`config.mk`:
```
export PLATFORM = sky130hd
export DESIGN_NAME = tlpt_front
export DESIGN_NICKNAME = d
export VERILOG_FILES = /design/src/tlpt_pkg.sv /design/src/tlpt_front.sv
export SDC_FILE = /design/constraint.sdc
export NUM_CORES = 1
export LEC_CHECK = 0
export ABC_AREA = 1
export BUFFER_PORTS_ARGS = -buffer_cell sky130_fd_sc_hd__buf_2
export CAP_MARGIN = 20
export CORE_MARGIN = 2
export CORE_UTILIZATION = 58
export CTS_BUF_LIST = sky130_fd_sc_hd__clkbuf_2 sky130_fd_sc_hd__clkbuf_4 sky130_fd_sc_hd__clkbuf_8
export CTS_CLUSTER_DIAMETER = 40
export DETAILED_ROUTE_END_ITERATION = 16
export GPL_TIMING_DRIVEN = 0
export PLACE_DENSITY_LB_ADDON = 0.2
export SLEW_MARGIN = 15
export SYNTH_ARGS = -nofsm -noshare
export SYNTH_HDL_FRONTEND = slang
export SYNTH_SLANG_ARGS = --single-unit
```
`constraint.sdc`:
```
create_clock -name clk -period 8.22 [get_ports clk]
set_input_delay 2.055 -clock clk [delete_from_list [all_inputs] [get_ports clk]]
set_output_delay 2.055 -clock clk [all_outputs]
set_load 0.02 [all_outputs]
```
`src/tlpt_pkg.sv`:
```
// ----------------------------------------------------------------------------
// tlpt_pkg
// Shared types, codes and sizes for the two-level page table engine.
// ----------------------------------------------------------------------------
package tlpt_pkg;

	localparam int TABLE_ENTRIES = 1024;
	localparam int PAGE_BYTES    = 4096;
	localparam int DIR_SLOTS     = 4;
	localparam int TOTAL_ENTRIES = DIR_SLOTS * TABLE_ENTRIES;
	localparam int SLOT_W        = $clog2(TOTAL_ENTRIES);
	localparam int OFFSET_W      = $clog2(PAGE_BYTES);
	localparam int COUNT_W       = 21;

	localparam logic [31:0] FRAME_MASK = 32'hfffff000;

	// request function codes
	localparam logic [2:0] F_MAP    = 3'd0;
	localparam logic [2:0] F_RANGE  = 3'd1;
	localparam logic [2:0] F_TO_END = 3'd2;
	localparam logic [2:0] F_TRANS  = 3'd3;
	localparam logic [2:0] F_READ   = 3'd4;

	// status codes
	localparam logic [1:0] ST_OK         = 2'd0;
	localparam logic [1:0] ST_MISALIGNED = 2'd1;
	localparam logic [1:0] ST_END_BELOW  = 2'd2;
	localparam logic [1:0] ST_BEYOND     = 2'd3;

	// command kinds handed from front to back
	localparam logic [1:0] K_IMM   = 2'd0;
	localparam logic [1:0] K_RUN   = 2'd1;
	localparam logic [1:0] K_TRANS = 2'd2;
	localparam logic [1:0] K_READ  = 2'd3;

	typedef struct packed {
		logic [2:0]         func;
		logic [31:0]        virt_addr;
		logic [31:0]        phys_addr;
		logic [31:0]        phys_limit;
		logic [COUNT_W-1:0] page_count;
		logic [11:0]        entry_flags;
	} req_t;

	typedef struct packed {
		logic [1:0]  status;
		logic [31:0] result_word;
	} rsp_t;

	typedef struct packed {
		logic [1:0]         kind;
		logic [1:0]         status;
		logic [31:0]        virt;
		logic [31:0]        phys;
		logic [COUNT_W-1:0] count;
		logic [11:0]        flags;
	} cmd_t;

	// directory index past the built slots
	function automatic logic beyond(input logic [31:0] va);
		return {1'b0, va[31:22]} >= 11'(DIR_SLOTS);
	endfunction

endpackage

```
`src/tlpt_front.sv`:
```
// ----------------------------------------------------------------------------
// tlpt_front
// Accepts requests, checks alignment and ranges, and queues commands for the
// back end in a two-entry queue.
// ----------------------------------------------------------------------------
module tlpt_front (
	input  logic          clk,
	input  logic          arst_n,
	input  logic          push,
	output logic          full,
	input  tlpt_pkg::req_t request,
	input  logic          init_busy,
	input  logic          cmd_pop,
	output logic          cmd_empty,
	output tlpt_pkg::cmd_t cmd_head
);
	import tlpt_pkg::*;

	cmd_t        cmd_new;
	cmd_t        slots_q [2];
	logic        wr_ptr_q;
	logic        rd_ptr_q;
	logic [1:0]  cnt_q;
	logic        accept;
	logic        take;
	logic        va_ok;
	logic        pa_ok;
	logic        pe_ok;
	logic [31:0] span;

	assign va_ok = request.virt_addr[OFFSET_W-1:0] == '0;
	assign pa_ok = request.phys_addr[OFFSET_W-1:0] == '0;
	assign pe_ok = request.phys_limit[OFFSET_W-1:0] == '0;
	assign span  = request.phys_limit - request.phys_addr;

	always_comb begin
		cmd_new.kind   = K_IMM;
		cmd_new.status = ST_OK;
		cmd_new.virt   = request.virt_addr;
		cmd_new.phys   = request.phys_addr;
		cmd_new.count  = request.page_count;
		cmd_new.flags  = request.entry_flags;
		case (request.func)
			F_MAP: begin
				if (!va_ok || !pa_ok) begin
					cmd_new.status = ST_MISALIGNED;
				end else begin
					cmd_new.kind  = K_RUN;
					cmd_new.count = COUNT_W'(1);
				end
			end
			F_RANGE: begin
				// a run of zero pages is fine even when misaligned
				if (request.page_count == '0) begin
					cmd_new.status = ST_OK;
				end else if (!va_ok || !pa_ok) begin
					cmd_new.status = ST_MISALIGNED;
				end else begin
					cmd_new.kind = K_RUN;
				end
			end
			F_TO_END: begin
				if (!va_ok || !pa_ok || !pe_ok) begin
					cmd_new.status = ST_MISALIGNED;
				end else if (request.phys_limit < request.phys_addr) begin
					cmd_new.status = ST_END_BELOW;
				end else if (span[31:OFFSET_W] != '0) begin
					cmd_new.kind  = K_RUN;
					cmd_new.count = COUNT_W'(span[31:OFFSET_W]);
				end
			end
			F_TRANS: begin
				if (beyond(request.virt_addr)) begin
					cmd_new.status = ST_BEYOND;
				end else begin
					cmd_new.kind = K_TRANS;
				end
			end
			F_READ: begin
				if (!va_ok) begin
					cmd_new.status = ST_MISALIGNED;
				end else if (beyond(request.virt_addr)) begin
					cmd_new.status = ST_BEYOND;
				end else begin
					cmd_new.kind = K_READ;
				end
			end
			default: begin
				cmd_new.status = ST_OK;
			end
		endcase
	end

	assign full      = (cnt_q == 2'd2) || init_busy;
	assign accept    = push && !full;
	assign cmd_empty = cnt_q == 2'd0;
	assign take      = cmd_pop && !cmd_empty;
	assign cmd_head  = slots_q[rd_ptr_q];

	always_ff @(posedge clk) begin
		if (accept) begin
			slots_q[wr_ptr_q] <= cmd_new;
		end
	end

	always_ff @(posedge clk or negedge arst_n) begin
		if (!arst_n) begin
			wr_ptr_q <= 1'b0;
			rd_ptr_q <= 1'b0;
			cnt_q    <= 2'd0;
		end else begin
			if (accept) begin
				wr_ptr_q <= ~wr_ptr_q;
			end
			if (take) begin
				rd_ptr_q <= ~rd_ptr_q;
			end
			if (accept && !take) begin
				cnt_q <= cnt_q + 2'd1;
			end else if (take && !accept) begin
				cnt_q <= cnt_q - 2'd1;
			end
		end
	end

endmodule

```
# Word-level counts from Yosys, hierarchy flattened
# Memories as Yosys holds them, arrays and structs flattened.
# Index checks and enable logic that the tools add are counted.
[totals] ff_bits=4 ram_bits=202 inputBits=137 output_inout_bits=103 word_cells=63 mem_count=1
[memory_table] name="slots_q" words=2 word_bits=101 read_ports=1 rd_clocked_by_memory_dff=0 write_ports=1 line="tlpt_front.sv:20" text="cmd_t slots_q [2];"
[classes] add_sub_neg=3 n_lt_le_gt_ge=2 n_eq_ne=5 n_mux=25 bitwise=2 reduce_logical=22
[ops] operator="21-bit 2-to-1 mux" n=4
[ops] operator="21-bit one-hot mux with 2 select lines" n=1
[ops] operator="12-bit logical NOT" n=3
[ops] operator="32-bit less-than comparator" n=1
[ops] operator="32-bit subtractor" n=1
[ops] operator="2-bit 2-to-1 mux" n=11
[ops] operator="21-bit logical NOT" n=1
[ops] operator="2-bit one-hot mux with 5 select lines" n=2
[ops] operator="20-bit nonzero test" n=1
[ops] operator="10-bit by 3-bit >= comparator with 1-bit output, second input constant" n=1
[ops] operator="1-bit logical NOT" n=7
[ops] operator="1-bit 2-to-1 mux" n=7
[ops] operator="3-bit by 2-bit equality test with 1-bit output, second input constant" n=2
[ops] operator="1-bit logical AND" n=4
[ops] operator="3-bit by 1-bit equality test with 1-bit output, second input constant" n=1
[ops] operator="3-bit equality test, second input constant" n=1
[ops] operator="3-bit logical NOT" n=1
[ops] operator="1-bit logical OR" n=3
[ops] operator="2-bit by 1-bit adder with 2-bit output, second input constant" n=1
[ops] operator="2-bit equality test, second input constant" n=1
[ops] operator="2-bit logical NOT" n=1
[ops] operator="1-bit inverter" n=2
[ops] operator="2-bit nonzero test" n=1
[ops] operator="2-bit by 1-bit subtractor with 2-bit output, second input constant" n=1

# Depth between registers and ports, before layout
# Gate-level depths: netlist (run 1).
[depth] ltp_word=8 depth_mapped=21 ltp_nobuf=20

# Worst setup path after synthesis (run 1)
# No wires, ideal clock.
[synth_path] path_type="input-to-reg" startpoint="input port init_busy" endpoint="memory slots_q[0][0] (netlist bit), enable pin" setup_time_ns=0.562 arrival_time_ns=6.473 t_required_ns=7.658 path_slack_ns=1.185 stages=3 cell_sequence="inv_1 nand3_1 nor2_1"
[synth_between] elab_chain_cells=5
[synth_rtl] item="from (decl)" line="tlpt_front.sv:12" text="input logic init_busy,"
[synth_rtl] item="1-bit logical OR" line="tlpt_front.sv:94" text="assign full = (cnt_q == 2'd2) || init_busy;"
[synth_rtl] item="1-bit logical NOT" line="tlpt_front.sv:95" text="assign accept = push && !full;"
[synth_rtl] item="1-bit logical AND" line="tlpt_front.sv:95"
[synth_rtl] item="1-bit 2-to-1 mux" line="tlpt_front.sv:101" text="if (accept) begin"
[synth_rtl] item="1-bit 2-to-1 mux (implied by the code)" line="tlpt_front.sv:102" text="slots_q[wr_ptr_q] <= cmd_new;"
[synth_rtl] item="to (decl)" line="tlpt_front.sv:20"
# No other way between the ends.

==> run summary, run 1 <==
Die area: 19930 um2
Final Cycle Share: 55.12%
Max_slew headroom: 42.19%
Num ports: 240
Hold Crit Class: reg2reg
Power Total: 3.618 mW
Crit path max-delay family: buffers and inverters
Crit path to: cmd_head[43]
Final Hold Fails: 0
Crit Path Max Fanout: 10
H-tree depth: 2
Row count: 50
Initial antenna violation count: 2
Syn_area_per_cell: 8.602 um2
Fillers: 1503
CTS resizes: 0
Placed wire-length estimate: 22120 um
Most common library cell in the layout ignoring fill and taps: nand2_1
Unique masters post-synth: 34
PnR worst setup slack: 3.690 ns
Min Tclk post-route: 4.530 ns
RSZ-0062 raised after global routing: false
Vias in the first global route: 8935
Clk_skew: 0.02741 ns
CTS Sinks: 206
Worst reg2reg startpoint: cnt_q[0]$_DFFE_PN0P_
DRC: 0
Synthesized Nets: 1438
Synth top area cells: edfxtp_1 (56%), nand2_1 (20%), inv_1 (6.0%)
TritonCTS clock tree: done
Routed wire length: 28430 um
Die X: 141.2 um
Largest area contributor in the netlist: edfxtp_1
Cells on worst reg2reg path: 6
CTS clk-pin slew, worst paths: 0.06 ns
Port bufs: 239
Worst path slowest cell: clkbuf_1
Synth Warn #: 0
Grt ovf: 0
Number of synthesized register bits: 206
Worst setup SP type: flop
Clk buf depth: 3
Cells after synthesis: 1269
TritonCTS Buffers: 35
Power per cell area: 272.4 nW/um2
Top-area cell type share of the netlist area: 55.57%
Initial Utilization: 58.75%
Die Ht: 141.2 um
CP bufs+invs: 4
Slew Limit Fails: 0
Reg2reg end: slots_q[0][74]$_DFFE_PP_
First-pass GRT wire length: 44200 um
Worst VDD drop: 154.6 uV
R2R Setup Slk: 6.20 ns
Root buffer cell: clkbuf_8
Post-layout nets: 1722
Slowest stage delay, CP: 0.57 ns
Crit-path cells: inv_1, clkbuf_1, clkbuf_1, nand2_1, nand2_1, buf_2
Clock Latency Late Sink: 0.52 ns
Slew of the pin with the lowest slew margin: 0.8593 ns
Core region area: 18580 um2
Most frequent cells in the layout: nand2_1 (577), buf_2 (242), edfxtp_1 (202)
Synthesized cell area: 10920 um2
Run status: complete, no violations
Dpl ws: 3.451 ns
Vias per cell: 5.132
DRT antenna net count: 0
Leakage: 6.487 nW
Max Cap Viol: 0
Utilization after layout: 71.48%
DR WL/cell: 15.65 um
GRT Overall Usage: 28.32%
Via count: 9320
Setup CP Type: reg2out
Setup violations, final: 0
Launch point of the critical path: rd_ptr_q$_DFFE_PN0P_
Largest net degree at the start of global routing: 28
Post-CTS Hold Fix Bufs: 0
DRT Pass-1 Iters: 5
Fraction of layout instances using a drive strength above 1: 21.88%
Final instance area: 13280 um2
DP Area: 12590 um2
Critical path depth: 6
WP data arrival: 2.48 ns
Synth-to-Final Area Change: 21.68%
Setup TNS: 0 ns
RePlAce Congestion: 0.9501
Initial DRC Count: 652
Post CTS Setup Buffer Count: 0
Register area share after synthesis: 56.49%
Worst Path Required: 6.17 ns
Endpoint class of the critical path: output pin
Fmax: 220.7 MHz
[state kept, by name (all words and copies together) (netlist names)]
signal	flops
wr_ptr_q	1
slots_q	202
rd_ptr_q	1
cnt_q	2
[cells in the mapped netlist]
cell type    n
clkbuf_1    20
nand3b_1     2
nor2_4       4
o2111ai_1    1
nor3_1      13
o21ai_0     10
xnor2_1      2
buf_1        4
nand4_1     32
ha_1        32
nand2_2      6
inv_2        5
and2_1       1
nand3_2     10
inv_1      175
nor3_2       2
buf_2        3
buf_6        1
edfxtp_1   202
or4_1        1
nand3_1     53
clkinv_1     1
nand2_1    577
dfrtp_1      4
nand3_4      2
a211oi_1     1
a31oi_1      1
nor4_1       9
a21oi_1     24
o21bai_1     3
nor2_1      55
nor2_2      10
xor2_1       2
buf_8        1
[worst min path at each step]
| stage | cells after the start | from | end |
|---|---|---|---|
| 2_1_floorplan | 1 | cnt_q[0]$_DFFE_PN0P_ | cnt_q[0]$_DFFE_PN0P_ |
| 3_3_place_gp | 1 | cnt_q[0]$_DFFE_PN0P_ | cnt_q[0]$_DFFE_PN0P_ |
| 3_5_place_dp | 1 | cnt_q[1]$_DFFE_PN0P_ | cnt_q[1]$_DFFE_PN0P_ |
| 4_1_cts | 1 | cnt_q[1]$_DFFE_PN0P_ | cnt_q[1]$_DFFE_PN0P_ |
| 5_1_grt | 1 | cnt_q[1]$_DFFE_PN0P_ | cnt_q[1]$_DFFE_PN0P_ |
| 6_report | 1 | cnt_q[1]$_DFFE_PN0P_ | cnt_q[1]$_DFFE_PN0P_ |
[power breakdown]
part | switching (mW) | total [mW] | internal (mW) | leakage, nW
Clock | 0.402 | 0.882 | 0.480 | 0.346
Sequential | 0.0357 | 1.34 | 1.31 | 1.89
Combinational | 0.986 | 1.39 | 0.408 | 4.25
[area by class of cell]
class                      instances  area [um2]  share of cell area [%]
buffer                            29       131.4                  0.9892
tap                              234       292.8                   2.204
antenna                            5       12.51                 0.09421
clock buffer                      45       556.8                   4.192
multi-input combinational        853        3954                   29.77
sequential                       206        6166                   46.42
clock inverter                    16       117.6                  0.8855
inverter                         181       679.4                   5.115
timing repair buffer             247        1371                   10.33
[cell families (layout without fill, tap and decap cells)]
family	after synthesis	in the layout	synth area share, %
fa+ha+maj	32	32	3.668
other cells	0	5	0
compound gates	40	40	1.972
xor+xnor	4	4	0.3210
flops	206	206	56.49
simple gates	777	777	30.12
buf+inv	210	518	7.428
[metal layers]
metal	vias to the layer above	wire [um]	global-route usage [%]
met5	-	0	0
met3	49	2202	4.823
li1	4677	-	-
met4	0	701	8.421
met2	331	13840	49.51
met1	4263	11680	36.37
[through the flow]
stage          hold slack (ns)  cells
3_3_place_gp            0.5058   1742
3_5_place_dp            0.5197   1750
2_1_floorplan           0.4822   1269
6_report                0.5361   1816
5_1_grt                 0.5725   1813
4_1_cts                 0.5383   1811
Power figures use the tool's default switching activity.
==> inputs of run 2 (changes only) <==
--- a/config.mk
+++ b/config.mk
@@ -9,7 +9,7 @@
 export BUFFER_PORTS_ARGS = -buffer_cell sky130_fd_sc_hd__buf_2
 export CAP_MARGIN = 20
 export CORE_MARGIN = 2
-export CORE_UTILIZATION = 58
+export CORE_UTILIZATION = 51
 export CTS_BUF_LIST = sky130_fd_sc_hd__clkbuf_2 sky130_fd_sc_hd__clkbuf_4 sky130_fd_sc_hd__clkbuf_8
 export CTS_CLUSTER_DIAMETER = 40
 export DETAILED_ROUTE_END_ITERATION = 16
==> constraint.sdc (replaced) <==
create_clock -name clk -period 3.7 [get_ports clk]
set_input_delay 0.925 -clock clk [delete_from_list [all_inputs] [get_ports clk]]
set_output_delay 0.925 -clock clk [all_outputs]
set_load 0.02 [all_outputs]
==> run summary, run 2 (synthesis gave the netlist of run 1 again) <==
Slowest stage delay, CP: 0.52 ns
DRC: 0
Vias per cell: 4.971
Crit-path cells: inv_1, clkbuf_1, clkbuf_1, nand2_1, nand2_1, buf_2
Die X: 150.3 um
CP bufs+invs: 4
Clock Latency Late Sink: 0.51 ns
Post CTS Setup Buffer Count: 0
Max FFs per register: 202
H-tree depth: 2
RePlAce Congestion: 0.9261
Slew of the pin with the lowest slew margin: 0.7357 ns
Dpl ws: 0.02518 ns
Die Ht: 150.3 um
Crit Path Max Fanout: 10
Crit path max-delay family: buffers and inverters
Initial Utilization: 51.93%
CTS clk-pin slew, worst paths: 0.06 ns
GRT Overall Usage: 25.17%
Max Cap Viol: 0
Worst Path Required: 2.77 ns
RSZ-0062 raised after global routing: false
Num ports: 240
Slew Limit Fails: 0
First-pass GRT wire length: 44250 um
Multi-input gate area: 3954 um2
Final Hold Fails: 0
DRT Pass-1 Iters: 5
Die area: 22590 um2
Vias in the first global route: 8850
R2R Setup Slk: 1.58 ns
Crit path to: cmd_head[34]
Worst reg2reg startpoint: cnt_q[0]$_DFFE_PN0P_
Power Total: 8.162 mW
Launch point of the critical path: rd_ptr_q$_DFFE_PN0P_
Root buffer cell: clkbuf_8
Setup CP Type: reg2out
Fraction of layout instances using a drive strength above 1: 22.17%
Endpoint class of the critical path: output pin
Synth-to-Final Area Change: 22.59%
Biggest regs: slots_q: 202 flops, cnt_q: 2 flops
TritonCTS Buffers: 36
DRT antenna net count: 0
Core region area: 21020 um2
Most frequent cells in the layout: nand2_1 (577), buf_2 (242), edfxtp_1 (202)
Cells on worst reg2reg path: 6
Final Cycle Share: 93.52%
Grt ovf: 0
Port bufs: 239
Reg2reg end: slots_q[1][46]$_DFFE_PP_
Row count: 53
Leakage: 6.526 nW
Power per cell area: 610.0 nW/um2
Post-CTS Hold Fix Bufs: 0
Fillers: 1817
Max_slew headroom: 50.95%
Initial antenna violation count: 1
Placed wire-length estimate: 22340 um
Worst Hold Slack: 0.2048 ns
Most flops, register: slots_q
Critical path depth: 6
WP data arrival: 2.54 ns
Clk_skew: 0.01344 ns
Initial DRC Count: 502
Worst path slowest cell: clkbuf_1
Clk buf depth: 3
Routed wire length: 28390 um
Via count: 9221
Hold Crit Class: in2async
CTS Sinks: 206
Setup violations, final: 0
Fmax: 289.0 MHz
Worst setup SP type: flop
Min Tclk post-route: 3.460 ns
TritonCTS clock tree: done
Most common library cell in the layout ignoring fill and taps: nand2_1
PnR worst setup slack: 0.2396 ns
DR WL/cell: 15.30 um
Largest net degree at the start of global routing: 28
Setup TNS: 0 ns
Worst VDD drop: 403.2 uV
Reg area: 6166 um2
Post-layout nets: 1723
Run status: complete, no violations
CTS resizes: 0
-- run 2: changes by cell type in the layout (fill, tap and decap cells not counted) --
| cell | previous run | this run |
|---|---|---|
| clkinv_1 | 10 | 7 |
| bufinv_16 | 1 | 2 |
| diode_2 | 5 | 1 |
| buf_16 | 2 | 3 |
| clkinv_8 | 1 | 0 |
| inv_8 | 0 | 1 |
| clkinv_4 | 1 | 0 |
| clkbuf_4 | 10 | 16 |
| clkinv_2 | 1 | 0 |
| clkbuf_8 | 35 | 36 |
| buf_12 | 6 | 5 |
| clkinvlp_4 | 2 | 1 |
-- run 2: layout make-up --
| cell class | count | share of cell area [%] |
|---|---|---|
| multi-input cells | 853 | 29.55 |
| clock buffers | 52 | 4.600 |
| inverters | 181 | 5.077 |
| clock inverters | 11 | 0.8228 |
| plain buffers | 29 | 0.9818 |
| diodes | 1 | 0.01870 |
| repair buffers | 247 | 10.30 |
| well taps | 275 | 2.571 |
| flip-flops and latches | 206 | 46.08 |
-- run 2: worst min path at each step --
stage | startpoint | to | slack, ns | depth (start not counted)
floorplan | cnt_q[0]$_DFFE_PN0P_ | cnt_q[0]$_DFFE_PN0P_ | 0.48 | 1
global placement | cnt_q[1]$_DFFE_PN0P_ | cnt_q[1]$_DFFE_PN0P_ | 0.51 | 1
global route | arst_n | rd_ptr_q$_DFFE_PN0P_ | 0.19 | 1
CTS | arst_n | cnt_q[0]$_DFFE_PN0P_ | 0.19 | 1
finish | arst_n | cnt_q[0]$_DFFE_PN0P_ | 0.20 | 1
detailed placement | cnt_q[0]$_DFFE_PN0P_ | cnt_q[0]$_DFFE_PN0P_ | 0.51 | 1
-- run 2: routing by layer --
metal | track usage [%] | part of all wire [%] | up-vias
met4 | 7.594 | 2.5 | 0
met1 | 33.81 | 43 | 4218
li1 | - | - | 4657
met3 | 4.030 | 6.8 | 46
met2 | 42.16 | 48 | 300
met5 | 0 | 0 | -
-- run 2: where the power goes --
| group | internal [mW] | switching (mW) | total (mW) | leakage, nW |
|---|---|---|---|---|
| sequential | 2.90 | 0.0798 | 2.98 | 1.89 |
| combinational | 0.910 | 2.19 | 3.10 | 4.25 |
| clock | 1.21 | 0.869 | 2.08 | 0.381 |
-- run 2: stage by stage --
step / instance area [um2] / instances / util (%)
2_1_floorplan: 10920 / 1269 / -
3_3_place_gp: 12460 / 1783 / 59.28
3_5_place_dp: 12650 / 1791 / 60.19
4_1_cts: 13380 / 1854 / 63.64
5_1_grt: 13380 / 1855 / 63.66
6_report: 13380 / 1855 / 63.66
